===== src/hdl/smp_ram.sv =====
// Generic simple dual-port RAM with registered read (read-first on collision).
module smp_ram #(
  parameter int WIDTH = 8,
  parameter int DEPTH = 2
) (
  input  logic                     clk_i,
  input  logic                     we_i,
  input  logic [$clog2(DEPTH)-1:0] waddr_i,
  input  logic [WIDTH-1:0]         wdata_i,
  input  logic [$clog2(DEPTH)-1:0] raddr_i,
  output logic [WIDTH-1:0]         rdata_o
);

  logic [WIDTH-1:0] mem [DEPTH];
  logic [WIDTH-1:0] rdata_q;

  always_ff @(posedge clk_i) begin
    if (we_i) begin
      mem[waddr_i] <= wdata_i;
    end
    rdata_q <= mem[raddr_i];
  end

  assign rdata_o = rdata_q;

endmodule


===== config.mk =====
export PLATFORM = sky130hd
export DESIGN_NAME = smp_ram
export DESIGN_NICKNAME = d
export VERILOG_FILES = /design/src/hdl/smp_ram.sv
export SDC_FILE = /design/constraint.sdc
export NUM_CORES = 1
export LEC_CHECK = 0
export ABC_CLOCK_PERIOD_IN_PS = 1500
export BUFFER_PORTS_ARGS = -buffer_cell sky130_fd_sc_hd__buf_2
export CAP_MARGIN = 20
export CORE_MARGIN = 10
export CORE_UTILIZATION = 52
export DETAILED_ROUTE_END_ITERATION = 7
export PLACE_DENSITY = 0.86
export SETUP_SLACK_MARGIN = 0.05
export SYNTH_ARGS = -nofsm -noshare
export SYNTH_HDL_FRONTEND = slang
export SYNTH_SLANG_ARGS = --single-unit
export TNS_END_PERCENT = 100

===== constraint.sdc =====
create_clock -name clk_i -period 1.5 [get_ports clk_i]
set_input_delay 0.3 -clock clk_i [delete_from_list [all_inputs] [get_ports clk_i]]
set_output_delay 0.3 -clock clk_i [all_outputs]
set_load 0.01 [all_outputs]

==> impl_results.md <==
* Logic gate share of total power at 8.6%
* RSZ-0062 raised after global routing: no
* Leakage dissipation at 0.383 nW
* Initial DRC count at 8
* Drc violations at 0
* Share of layout cells above drive strength 1 at 53.4%
* Register area share after synthesis at 81.7%
* Chip height at 58.8 um
* Clock-pin slew on the worst setup and hold paths at 120 ps
* Num rows at 13
* CP endpoint kind: primary output
* Vias in the first global route at 385
* Syn-to-layout area delta at 17.4%
* Final wirelength at 1.00 mm
* First-pass GRT wire length at 1.66 mm
* Internal at 0.915 mW
* Final Hold Viols at 0
* Crit path launch type: register
* Yosys top cell area share at 61.2%
* Tmin final at 1040 ps
* Final setup TNS at 0 ps
* # resized after CTS at 0
* Relative slew margins at 76.9%
* Storage element area at 641 sq um
* Pin count of the biggest net entering global routing at 14
* Vias per std cell at 4.96
* Clk_skew at 10.6 ps
* WP data required at 1200 ps
* Syn avg cell area at 22.4 sq um
* Top-count cell post-synth: edfxtp_1
* IO buf count at 19
* Worst-case clock buffer depth at 2
* Main synth FF type: edfxtp_1
* Synth cell types at 6
* Core Util, Final at 67.4%
* Worst path max stage delay at 330 ps
* Hold crit path type: input pin to register
* Clock share of power at 23.4%
* EDFF count, synth at 16
* Maximum clock frequency at 962 MHz
* Post-CTS Setup Bufs at 0
* Synth cell count leaders: 16 x edfxtp_1, 8 x dfxtp_1, 8 x mux2_4
* #FFs+latches synth at 24
* Power density over the cells at 1220 nW/um^2
* Worst path bufs/invs at 1
* Core footprint at 1370 sq um
* Area of the multi-input gates at 133 sq um
* TritonCTS buffer count at 3
* Syn_nets at 47
* Largest cells by area after synthesis: edfxtp_1 61%, dfxtp_1 20%, mux2_4 15%
* Worst-Margin Slew at 346 ps
* Cell taking the most area after synthesis: edfxtp_1
* H-tree levels at 1
* DR pass1 iterations at 2
* Antenna-violating nets left at 0
* Initial Utilization at 57.4%
* Cells after synthesis at 35
* Die area at 3460 sq um
* CP Max Fanout at 1
* CP arrival at 740 ps
* Die span in x at 58.8 um
* Maxcap violations at 0
* Slew Viols, Final at 0
* Synth warnings at 0
* Initial antenna violation count at 0
* FFs w/ async S/R, synth at 0%
* Final period util at 69.3%
* Vias at 362
* Hold buffer count at cts at 0
* Switching share of power at 18.9%
* Worst path top cell family by delay: flip-flops
* Worst IR Drop VDD at 1.04 mV
* Cell Area, Synth at 785 sq um
* # setup viols final at 0
* Crit path cell chain: buf_2
* CP max-delay cell: dfxtp_1
* Fillers at 103
* CTS tree: yes
* Status: finished clean
* Wire per inst at 13.7 um
* Top-Level Pins at 20
* Sink Count at 24
* Grt ovf at 0
* Switching pwr at 0.213 mW
* Latest clock arrival within the worst-skew pair at 290 ps
* Routability congestion estimate from global placement at 0.673
* Inserted Diodes at 0
* Fin nets at 71
* Total global-route track usage at 6.22%
* Register share of total power at 68.0%
* Root buf cell: clkbuf_4
* Setup CP Type: register to primary output
[through the flow]
step | instances | hold WS (ps) | worst slack (ps) | cell area [sq um] | power [mW]
3_3_place_gp | 69 | 456 | 473 | 895 | 0.878
5_1_grt | 73 | 153 | 398 | 921 | 1.19
2_1_floorplan | 35 | 399 | 407 | 785 | 0.839
6_report | 73 | 188 | 461 | 921 | 1.13
4_1_cts | 73 | 178 | 452 | 921 | 1.14
3_5_place_dp | 69 | 460 | 433 | 895 | 0.883
[cells by family (layout without fill, tap and decap cells)]
kind of cell / Yosys count / count (layout) / share of synthesized area [%]
simple gates: 2 / 2 / 1.60
flops: 24 / 24 / 81.7
mux: 8 / 8 / 15.3
buf+inv: 1 / 24 / 1.44
[flip-flops by register name, summed over array words and instances (netlist names)]
register / cells
rdata_o: 8
mem: 16
[layout make-up]
class                           count  area share, %
Sequential cell                    24           69.6
Multi-Input combinational cell     10           14.4
Timing Repair Buffer               20           11.1
Clock buffer                        4           2.85
Tap cell                           15           2.04
[metal layers]
layer,GRT usage [%],vias to the layer above,routed length (um)
li1,-,176,-
met3,5.36,2,149
met1,6.51,168,413
met4,1.97,0,12
met2,9.01,16,426
met5,0,-,0
[placed cells by master, fill, tap and decap left out]
cell      synthesis  routed
edfxtp_1         16      16
clkbuf_4          0       3
dfxtp_1           8       8
buf_4             0       1
nor2b_1           1       1
clkbuf_1          0       1
mux2_4            8       8
and2_1            1       1
buf_2             0      19
[power groups by stage]
| stage | registers [mW] | clock network [mW] | logic (mW) |
|---|---|---|---|
| 3_3_place_gp | 0.783 | 0 | 0.0958 |
| 2_1_floorplan | 0.793 | 0 | 0.0455 |
| 6_report | 0.768 | 0.264 | 0.0965 |
| 5_1_grt | 0.773 | 0.313 | 0.105 |
| 4_1_cts | 0.768 | 0.274 | 0.0988 |
| 3_5_place_dp | 0.784 | 0 | 0.0988 |
[final timing paths]
| check | startpoint | to | slack [ps] | cells after the start |
|---|---|---|---|---|
| max | rdata_o[6] | rdata_o[6] | 460 | 1 |
| min | wdata_i[4] | mem[0][4] | 190 | 1 |
| max reg2reg | mem[0][3] | rdata_o[3] | 740 | 1 |
| min reg2reg | mem[0][2] | rdata_o[2] | 490 | 1 |
Power figures use the tool's default switching activity.
