===== config.mk =====
export PLATFORM = sky130hd
export DESIGN_NAME = smp_div
export DESIGN_NICKNAME = d
export VERILOG_FILES = /design/src/hdl/smp_pkg.sv /design/src/hdl/smp_div.sv
export SDC_FILE = /design/constraint.sdc
export NUM_CORES = 1
export LEC_CHECK = 0
export ABC_AREA = 1
export BUFFER_PORTS_ARGS = -buffer_cell sky130_fd_sc_hd__buf_2
export CAP_MARGIN = 0
export CORE_ASPECT_RATIO = 0.8
export CORE_MARGIN = 5
export CORE_UTILIZATION = 60
export DETAILED_ROUTE_END_ITERATION = 10
export GPL_ROUTABILITY_DRIVEN = 0
export PLACE_DENSITY = 0.8
export REMOVE_ABC_BUFFERS = 1
export SETUP_SLACK_MARGIN = 0.1
export SYNTH_ARGS = -nofsm -noshare
export SYNTH_HDL_FRONTEND = slang
export SYNTH_SLANG_ARGS = --single-unit

===== constraint.sdc =====
create_clock -name clk_i -period 5.42 [get_ports clk_i]
set_clock_uncertainty 0.05 [all_clocks]
set_input_delay 0 -clock clk_i [delete_from_list [all_inputs] [get_ports clk_i]]
set_output_delay 0 -clock clk_i [all_outputs]
set_load 0.1 [all_outputs]

===== src/hdl/smp_pkg.sv =====
// Shared constants, types and default sizes for the segment mean pooling block.
package smp_pkg;

  // Fixed field widths
  localparam int FEAT_W      = 16;
  localparam int NUM_FEAT    = 4;
  localparam int COUNT_OUT_W = 17;
  localparam int LIMIT_W     = 9;
  localparam logic [LIMIT_W-1:0] LIMIT_RESET = 9'd256;

  // Quotient bits: a mean of 16 bit values needs at most 17 magnitude bits
  localparam int QUOT_W = FEAT_W + 1;

  // Default sizes
  localparam int MAX_SEGMENTS_DEF = 256;
  localparam int CHANNELS_DEF     = 4;
  localparam int MAX_PIXELS_DEF   = 65536;

  typedef enum logic {
    OP_ACCUM = 1'b0,
    OP_READ  = 1'b1
  } op_e;

  typedef enum logic [1:0] {
    ST_CLEAR,
    ST_RUN,
    ST_DIV
  } state_e;

endpackage


===== src/hdl/smp_div.sv =====
// Multi-lane restoring divider: signed sums by an unsigned count, one bit a cycle.
module smp_div #(
  parameter int LANES = smp_pkg::CHANNELS_DEF,
  parameter int SUM_W = 33,
  parameter int CNT_W = 17
) (
  input  logic                                   clk_i,
  input  logic                                   rst_ni,
  input  logic                                   start_i,
  input  logic [LANES-1:0][SUM_W-1:0]            sum_i,
  input  logic [CNT_W-1:0]                       count_i,
  output logic                                   busy_o,
  output logic [LANES-1:0][smp_pkg::FEAT_W-1:0]  quot_o
);

  localparam int QW     = smp_pkg::QUOT_W;
  localparam int STEP_W = $clog2(QW);

  logic                          busy_q;
  logic [STEP_W-1:0]             step_q;
  logic [CNT_W-1:0]              div_q;
  logic                          zero_q;
  logic [LANES-1:0]              neg_q;
  logic [LANES-1:0][CNT_W-1:0]   rem_q;
  logic [LANES-1:0][QW-1:0]      qs_q;

  logic [LANES-1:0][SUM_W-1:0]   mag;
  logic [LANES-1:0][CNT_W-1:0]   rem_init;
  logic [LANES-1:0][CNT_W:0]     trial;
  logic [LANES-1:0]              ge;
  logic [LANES-1:0][CNT_W-1:0]   rem_nxt;
  logic [LANES-1:0][QW-1:0]      q_signed;

  // Operand magnitudes and one restoring step per lane
  always_comb begin
    for (int l = 0; l < LANES; l++) begin
      mag[l]      = sum_i[l][SUM_W-1] ? (~sum_i[l] + SUM_W'(1)) : sum_i[l];
      rem_init[l] = CNT_W'(mag[l] >> QW);
      trial[l]    = {rem_q[l], qs_q[l][QW-1]};
      ge[l]       = trial[l] >= {1'b0, div_q};
      rem_nxt[l]  = ge[l] ? CNT_W'(trial[l] - {1'b0, div_q}) : CNT_W'(trial[l]);
      q_signed[l] = neg_q[l] ? (~qs_q[l] + QW'(1)) : qs_q[l];
      quot_o[l]   = zero_q ? '0 : q_signed[l][smp_pkg::FEAT_W-1:0];
    end
  end

  // Step control
  always_ff @(posedge clk_i or negedge rst_ni) begin
    if (!rst_ni) begin
      busy_q <= 1'b0;
      step_q <= '0;
    end else if (start_i) begin
      busy_q <= 1'b1;
      step_q <= '0;
    end else if (busy_q) begin
      if (step_q == STEP_W'(QW - 1)) begin
        busy_q <= 1'b0;
      end
      step_q <= step_q + STEP_W'(1);
    end
  end

  // Lane datapath; quotient bits shift in where dividend bits shift out
  always_ff @(posedge clk_i) begin
    if (start_i) begin
      div_q  <= count_i;
      zero_q <= (count_i == '0);
      for (int l = 0; l < LANES; l++) begin
        neg_q[l] <= sum_i[l][SUM_W-1];
        rem_q[l] <= rem_init[l];
        qs_q[l]  <= mag[l][QW-1:0];
      end
    end else if (busy_q) begin
      for (int l = 0; l < LANES; l++) begin
        rem_q[l] <= rem_nxt[l];
        qs_q[l]  <= {qs_q[l][QW-2:0], ge[l]};
      end
    end
  end

  assign busy_o = busy_q;

endmodule

==> results of run 1 <==
## logic make-up (layout without fill, tap and decap cells)
kind of cell,Yosys count,after routing,synth area share [%]
compound gates,333,333,10.1
other cells,0,3,0
simple gates,1646,1646,41.8
fa+ha+maj,82,82,6.04
xor+xnor,64,64,3.21
flops,164,164,27.8
buf+inv,492,802,11.1
## cell usage in the layout (no fill, tap or decap), drive strengths merged, types with 3 or more instances in the layout
| cell | Yosys | routed |
|---|---|---|
| a21oi | 130 | 130 |
| clkbuf | 38 | 23 |
| clkinvlp | 0 | 4 |
| a31oi | 4 | 4 |
| and2 | 4 | 4 |
| dlygate4sd3 | 0 | 127 |
| nor4 | 7 | 7 |
| nand2 | 888 | 888 |
| nand3b | 63 | 63 |
| xor2 | 40 | 40 |
| diode | 0 | 3 |
| or2 | 4 | 4 |
| clkinv | 1 | 3 |
| bufinv | 0 | 5 |
| xnor2 | 24 | 24 |
| o22ai | 14 | 14 |
| edfxtp | 154 | 154 |
| nand4 | 52 | 52 |
| nor2 | 298 | 298 |
| dfrtp | 6 | 6 |
| o31ai | 9 | 9 |
| o211ai | 3 | 3 |
| nor3 | 28 | 28 |
| o21ai | 170 | 170 |
| ha | 78 | 78 |
| dfxtp | 4 | 4 |
| fa | 4 | 4 |
| buf | 33 | 222 |
| inv | 420 | 418 |
| nand3 | 300 | 300 |
## worst reg2reg max path, cell delays in order, from the launching register on
cell and delay (ns):
edfxtp_1 0.53, ha_1 0.29, fa_1 0.42, inv_1 0.07, nand2_1 0.05, nand2_2 0.12, nand3_2 0.08, nand2_2 0.12
nand2_2 0.08, nand2_2 0.09, nand2_4 0.18, nand2_8 0.23, nand2_2 0.07, nand3_1 0.09, nand2_1 0.06
## power groups by stage
stage | registers, W | logic, W | clock network (W)
finish | 0.00208 | 0.00494 | 0.00138
global route | 0.00210 | 0.00546 | 0.00143
CTS | 0.00206 | 0.00482 | 0.00138
detailed placement | 0.00209 | 0.00471 | 0
global placement | 0.00208 | 0.00459 | 0
floorplan | 0.00195 | 0.00373 | 0
## path summary, 6_finish.rpt
check	from	endpoint	slack, ns	cells past startpoint
setup / recovery	start_i	rem_q[15]	2.20	8
hold / removal	sum_i[117]	rem_q[52]	0.01	4
setup reg to reg	div_q[0]	rem_q[52]	2.65	14
hold reg to reg	rem_q[50]	rem_q[50]	0.42	2
max in group asynchronous	rst_ni	busy_o	4.66	3
min in group asynchronous	rst_ni	step_q[0]	0.44	3
## registers in the layout (all words and copies together) (netlist names)
name / cells
busy_o: 1
rem_q: 68
div_q: 17
step_q: 5
qs_q: 68
neg_q: 4
zero_q: 1
## through the flow
stage,instance area [um^2],power (W)
6_report,20600,0.00840
3_3_place_gp,18700,0.00668
4_1_cts,20600,0.00826
5_1_grt,20600,0.00899
3_5_place_dp,18700,0.00679
2_1_floorplan,17100,0.00568
## cell usage after synthesis (26+ instances only)
library cell	instances	area, um^2
a21oi_1	127	636
clkbuf_1	38	143
edfxtp_1	154	4620
ha_1	78	976
inv_1	414	1550
nand2_1	850	3190
nand2_2	31	194
nand3_1	283	1420
nand3b_1	63	473
nand4_1	52	325
nor2_1	280	1050
nor3_1	26	130
o21ai_0	145	726
xor2_1	40	350
## area by class of cell
type / instances / area, um^2
Antenna cell: 3 / 7.51
Sequential cell: 164 / 4850
Clock inverter: 9 / 180
Inverter: 421 / 1590
Tap cell: 370 / 463
Multi-Input combinational cell: 2125 / 10700
Clock buffer: 23 / 448
Fill cell: 2396 / 7860
Timing Repair Buffer: 349 / 2400
## what timing repair did
| action | in CTS | in global routing |
|---|---|---|
| setup buffers | 0 | 0 |
| setup endpoints to repair | 0 | 0 |
| hold buffers | 127 | 0 |
| resized for setup | 0 | 0 |
| endpoints found under the hold margin | 132 | 0 |
## metal layers
metal	routed length, um	GRT usage [%]
met5	0	0
met4	1840	10.8
met3	6090	5.99
met2	25000	52.5
met1	23700	46.6
==> flow_metrics.tcl, run 1 <==
set metrics [dict create \
    outcome "complete, no violations" \
    path_buf_inv 5 \
    worst_slack_ns 2.20 \
    slew_violations 0 \
    clockRootBuffer "clkbuf_16" \
    arrival_ns 3.49 \
    dp_slack_ns 2.73 \
    rsz0062_at_grt "false" \
    power_density_mw_per_mm2 407 \
    final_net_count 3312 \
    p_seq_share_pct 24.8 \
    drtIter0Drc 2630 \
    synth.avg_cell_area_um2 6.29 \
    clk_pin_slew_worst_paths_ns 0.07 \
    die-width_um 201 \
    area_delta_synth_final_pct 18.0 \
    start_util_pct 61.4 \
    synth_ff_type "edfxtp_1" \
    critPathMaxStageDelay_ns 0.81 \
    antenna_found_initial 3 \
    final_cells 3464 \
    place_hpwl_mm 41.5 \
    die_height_um 163 \
    whs_ns 0.0113 \
    cp_max_fo 56 \
    ant_nets 0 \
    synth_edf_count 154 \
    wirelength_mm 56.6 \
    tritoncts "built" \
    avgViaCountPerCell 5.76 \
    cp_data_required_time_ns 5.68 \
    peakVddDrop_mv 0.290 \
    vias 19900 \
    drive_above_1_share_pct 11.0 \
    grt_max_degree 71 \
    p_clk_share_pct 16.4 \
    power.internal_w 0.00423 \
    crit_family "buffers and inverters" \
    crit_chain "buf_4 -> clkinv_2 -> buf_4 -> nor4_1 -> dlygate4sd3_1 -> nand3b_1 -> dlygate4sd3_1 -> nand2_1" \
    worst_pin_slew_ns 0.942 \
    grt_pass1_wl_mm 90.0 \
    ys_warn_count 0 \
    endpoint_kind "flop" \
    max-cap-violations 0 \
    numPortBuffers 216 \
    io_pins 217 \
    yosysUniqueCellTypes 48 \
    slew_headroom_pct 37.2 \
    setup_tns_ns 0 \
    coreArea_mm2 0.0285 \
    grt_usage_pct 33.3 \
    synthCells 2781 \
    worstSkewPairLatency_ns 0.45 \
    fin_crit_sh_pct 59.5 \
    async_flop_share_pct 3.66 \
    syn_area_mm2 0.0175 \
    post-route-min-period_ns 3.22 \
    setup-violations-final 0 \
    synth_seq_cells 164 \
    max_freq_mhz 310 \
    critPathLaunchType "primary input" \
    fp-row-count 55 \
    comb_power_share_pct 58.8 \
    wl_per_cell_um 16.3 \
    cts.sinks 164 \
    dp.cells 3302 \
    fin_util_pct 72.4 \
    hold_class "primary input to flop" \
    die_area_mm2 0.0327 \
    firstDrtPassIters 6 \
    hold_violations 0 \
    net-switching-power_w 0.00416 \
    cts_made_buffers 17 \
    clockBufferDepth 2 \
    seq_area_frac_synth_pct 27.8 \
    grt_pass1_vias 18200 \
    crit_type "primary input to flop" \
    htreeDepth 4 \
    power_leakage_nw 10.5 \
    drcViolationCount 0 \
    crit_path_top_delay_cell "clkinv_2" \
    grt_overflow 0 \
    sw_frac_of_total_pct 49.6 \
]
Power figures use the tool's default switching activity.
==> run 2, diff against run 1 <==
==> constraint.sdc (replaced) <==
create_clock -name clk_i -period 3.2 [get_ports clk_i]
set_clock_uncertainty 0.05 [all_clocks]
set_input_delay 0 -clock clk_i [delete_from_list [all_inputs] [get_ports clk_i]]
set_output_delay 0 -clock clk_i [all_outputs]
set_load 0.1 [all_outputs]
==> run 2 against run 1 <==
Compared with the run above:
- utilization about the same
- routed wire length increased by 2.3%
- clock power increased by 53%
- design area about the same
- critical path type is now flop to flop
- largest power group unchanged
- highest routed layer unchanged
==> flow_metrics.tcl, run 2 (synthesis results as in run 1) <==
set metrics [dict create \
    numPortBuffers 216 \
    cts_post_setup_buffers_inserted 0 \
    worst_slack_ns 0.388 \
    rsz0062_at_grt "false" \
    dp_slack_ns 0.509 \
    min_path_cells 4 \
    cts_made_buffers 17 \
    start_util_pct 61.4 \
    clockRootBuffer "clkbuf_16" \
    rr_worst_depth 12 \
    max-cap-violations 0 \
    wirelength_mm 57.9 \
    drcViolationCount 0 \
    grt_pass1_wl_mm 91.6 \
    holdPathEnd "qs_q[59]" \
    post-route-min-period_ns 2.81 \
    endpoint_kind "flop" \
    crit_path_top_delay_cell "nor2_2" \
    die_height_um 163 \
    outcome "complete, no violations" \
    die_area_mm2 0.0327 \
    peakVddDrop_mv 0.511 \
    arrival_ns 2.96 \
    cp_data_required_time_ns 3.35 \
    critPathMaxStageDelay_ns 0.47 \
    final_cells 3467 \
    grt_overflow 0 \
    setup_tns_ns 0 \
    antenna_found_initial 0 \
    final_cell_mix "nand2_1 (850), inv_1 (411), nand3_1 (283)" \
    critPathMostFrequentCell "nand2_1" \
    critPathLaunchType "flop" \
    firstDrtPassIters 8 \
    power_density_mw_per_mm2 682 \
    htreeDepth 4 \
    final_common_cell "nand2_1" \
    n_antenna_cell 0 \
    ant_nets 0 \
    grt_usage_pct 33.9 \
    rrSetupSlack_ns 0.39 \
    area_delta_synth_final_pct 18.0 \
    final_net_count 3318 \
    cp_max_fo 24 \
    coreArea_mm2 0.0285 \
    grt_pass1_vias 18700 \
    fp-row-count 55 \
    setup-violations-final 0 \
    cts.sinks 164 \
    power_leakage_nw 10.6 \
    hold_violations 0 \
    wl_per_cell_um 16.7 \
    slew_violations 0 \
    crit_chain "inv_1 -> ha_1 -> nand2_1 -> inv_1 -> nand2_1 -> inv_1 -> nand2_1 -> nand2_1 -> nor2_2 -> nand2_4 -> nor2_1 -> o21ai_1" \
    place_hpwl_mm 42.6 \
    worst_pin_slew_ns 1.00 \
    die-width_um 201 \
    r2r_start "div_q[14]" \
    cts_resized 0 \
    crit_type "flop to flop" \
    io_pins 217 \
    hp-start "sum_i[107]" \
    vias 20100 \
    rr_endpoint "rem_q[1]" \
    dp.cells 3307 \
    biggestRegsByFlops "qs_q: 68 flops, rem_q: 68 flops, div_q: 17 flops" \
    fin_crit_sh_pct 87.9 \
    tritoncts "built" \
    grt_max_degree 66 \
    clockBufferDepth 2 \
    worstSkewPairLatency_ns 0.46 \
    power_w 0.0141 \
    drive_above_1_share_pct 11.2 \
    hold_class "primary input to flop" \
    avgViaCountPerCell 5.81 \
    max_freq_mhz 356 \
    fillers 2353 \
    drtIter0Drc 2631 \
    whs_ns 0.00984 \
    slew_headroom_pct 32.9 \
    clk_pin_slew_worst_paths_ns 0.07 \
]
-- run 2: report_power, final --
part	leakage, nW	total [W]	switching [W]	internal [W]
sequential	1.76	0.00351	0.000454	0.00306
clock	0.280	0.00211	0.000959	0.00115
combinational	8.54	0.00845	0.00570	0.00275
total	10.6	0.0141	0.00711	0.00696
-- run 2: worst max-delay path by stage --
stage,from,end,cells after the start
2_1_floorplan,busy_o,qs_q[0],2
3_3_place_gp,div_q[15],rem_q[1],10
3_5_place_dp,div_q[15],rem_q[1],10
4_1_cts,div_q[15],rem_q[1],10
5_1_grt,qs_q[17],quot_o[28],11
6_report,div_q[14],rem_q[1],12
-- run 2: worst max-delay path: cells and delay by family, from the launching register on --
kind            cells  cell delay, ns
compound gates      1            0.08
simple gates        7            1.30
buf+inv             3            0.38
flops               1            0.36
fa+ha+maj           1            0.36
-- run 2: final cells by class --
type	instances	area [um^2]	share of cell area (%)
Clock buffer	19	433	2.10
Tap cell	370	463	2.24
Multi-Input combinational cell	2125	10700	51.8
Clock inverter	13	135	0.655
Sequential cell	164	4850	23.5
Timing Repair Buffer	355	2470	12.0
Inverter	421	1590	7.69
-- run 2: through the flow --
stage,utilization (%),area (um^2)
2_1_floorplan,-,17100
3_3_place_gp,66.0,18800
3_5_place_dp,66.0,18800
4_1_cts,72.4,20600
5_1_grt,72.4,20600
6_report,72.4,20600
-- run 2: what timing repair did --
item,in CTS,in global routing
endpoints found under the setup margin,0,0
hold buffers,128,0
endpoints found under the hold margin,143,0
-- run 2: metal layers --
| metal | up-vias | track usage, % | wire, um |
|---|---|---|---|
| li1 | 9654 | - | - |
| met1 | 9043 | 46.8 | 24000 |
| met2 | 1264 | 53.8 | 25700 |
| met3 | 181 | 5.75 | 6310 |
| met4 | 0 | 12.4 | 1850 |
| met5 | - | 0 | 0 |
==> run 3, diff against run 2 <==
--- a/config.mk
+++ b/config.mk
@@ -10,10 +10,10 @@
 export CAP_MARGIN = 0
 export CORE_ASPECT_RATIO = 0.8
 export CORE_MARGIN = 5
-export CORE_UTILIZATION = 60
+export CORE_UTILIZATION = 25
 export DETAILED_ROUTE_END_ITERATION = 10
 export GPL_ROUTABILITY_DRIVEN = 0
-export PLACE_DENSITY = 0.8
+export PLACE_DENSITY = 0.39
 export REMOVE_ABC_BUFFERS = 1
 export SETUP_SLACK_MARGIN = 0.1
 export SYNTH_ARGS = -nofsm -noshare
==> run 3 against run 2 <==
Compared with the run above:
- sequential power barely moved
- register-to-register slack about the same
- clock-buffer cell count unchanged
- flip-flop and latch count is the same
- sequential share of layout area fell by 1.2 points
- maximum frequency increased by 0.31%
==> flow_metrics.tcl, run 3 (synthesis results as in run 1) <==
set metrics [dict create \
    outcome "complete, no violations" \
    post_dp_cell_area_mm2 0.0196 \
    cts_made_buffers 17 \
    area_delta_synth_final_pct 24.1 \
    fp-row-count 86 \
    biggestRegsByFlops "qs_q: 68 flops, rem_q: 68 flops, div_q: 17 flops" \
    coreArea_mm2 0.0691 \
    slew_violations 0 \
    clockRootBuffer "clkbuf_16" \
    whs_ns 0.0281 \
    start_util_pct 25.3 \
    seq_area_mm2 0.00485 \
    arrival_ns 2.75 \
    grt_pass1_wl_mm 104 \
    drcViolationCount 0 \
    die-width_um 306 \
    slew_headroom_pct 33.1 \
    final_net_count 3348 \
    hold_class "primary input to flop" \
    fillers 7687 \
    tritoncts "built" \
    vias 18900 \
    worst_pin_slew_ns 0.995 \
    avgViaCountPerCell 4.67 \
    htreeDepth 4 \
    clk_pin_slew_worst_paths_ns 0.07 \
    cp_data_required_time_ns 3.15 \
    io_pins 217 \
    grt_pass1_vias 18400 \
    wl_per_cell_um 16.6 \
    dp.cells 3873 \
    numPortBuffers 216 \
    multi_input_area_mm2 0.0107 \
    peakVddDrop_mv 0.420 \
    clockBufferDepth 2 \
    setup-violations-final 0 \
    endpoint_kind "output port" \
    max_freq_mhz 357 \
    die_area_mm2 0.0754 \
    grt_max_degree 118 \
    final_cells 4051 \
    final_common_cell "nand2_1" \
    antenna_found_initial 0 \
    power_density_mw_per_mm2 660 \
    die_height_um 247 \
    power_w 0.0143 \
    grt_overflow 0 \
    hold_violations 0 \
    n_antenna_cell 0 \
    max-cap-violations 0 \
    wirelength_mm 67.1 \
    critPathLaunchType "flop" \
    grt_usage_pct 17.6 \
    cts.sinks 164 \
    fin_crit_sh_pct 87.6 \
    power_leakage_nw 10.8 \
    post-route-min-period_ns 2.80 \
    rsz0062_at_grt "false" \
    firstDrtPassIters 6 \
    final_cell_mix "nand2_1 (850), inv_1 (411), nand3_1 (283)" \
    place_hpwl_mm 52.6 \
    cts_post_setup_buffers_inserted 0 \
    drive_above_1_share_pct 11.5 \
    worstSkewPairLatency_ns 0.50 \
    crit_type "flop to output port" \
    drtIter0Drc 1271 \
    cp_max_fo 4 \
    ant_nets 0 \
    fin_area_mm2 0.0217 \
]
-- run 3: cell types whose count changed in the layout (fill, tap and decap cells not counted), sizes merged --
cell / change
clkinv: -5
buf: +12
bufinv: +2
inv: +3
dlygate4sd3: +18
-- run 3: what timing repair did --
action,CTS,global route
endpoints found under the hold margin,157,0
hold buffers,146,0
resized for setup,0,0
-- run 3: layer usage --
layer | global-route usage, % | routed length, um | up-vias
met5 | 0 | 0 | -
met4 | 3.28 | 640 | 0
met3 | 2.65 | 2850 | 44
met2 | 27.4 | 28900 | 389
met1 | 26.0 | 34600 | 8763
li1 | - | - | 9721
-- run 3: power by group --
group	total (W)	switching, W	internal (W)
clock	0.00233	0.00103	0.00131
sequential	0.00348	0.000429	0.00305
combinational	0.00851	0.00572	0.00278
total	0.0143	0.00718	0.00714
-- run 3: final cells by class --
type / instances / share of cell area, %
timing repair buffer: 385 / 12.9
clock inverter: 13 / 0.836
clock buffer: 19 / 2.00
inverter: 421 / 7.32
multi-input combinational: 2125 / 49.3
tap: 924 / 5.33
sequential: 164 / 22.4
-- run 3: worst paths after layout --
kind,from,to,slack [ns],cells after the start
worst min register to register,rem_q[50],rem_q[50],0.42,2
max in group asynchronous,rst_ni,step_q[4],2.49,3
min in group asynchronous,rst_ni,step_q[1],0.40,3
worst max-delay path,qs_q[34],quot_o[46],0.40,13
worst max register to register,div_q[0],rem_q[5],0.40,10
worst min-delay path,sum_i[68],qs_q[36],0.03,4
-- run 3: worst max-delay path, cell delays in order, from the launching register on --
cell	delay, ns
edfxtp_1	0.39
inv_1	0.14
ha_1	0.18
inv_1	0.07
nor2_1	0.11
nand3_1	0.16
nor2_1	0.17
nand3_1	0.14
nand2_1	0.12
o21ai_0	0.12
nand2_1	0.08
nand2_1	0.05
nor2_1	0.10
buf_2	0.43
-- run 3: stage by stage --
stage / utilization (%) / setup WS, ns / setup TNS [ns]
2_1_floorplan: - / -1.17 / -212.61
3_3_place_gp: 28.4 / 0.442 / 0
3_5_place_dp: 28.4 / 0.430 / 0
4_1_cts: 31.4 / 0.366 / 0
5_1_grt: 31.4 / 0.125 / 0
6_report: 31.4 / 0.397 / 0
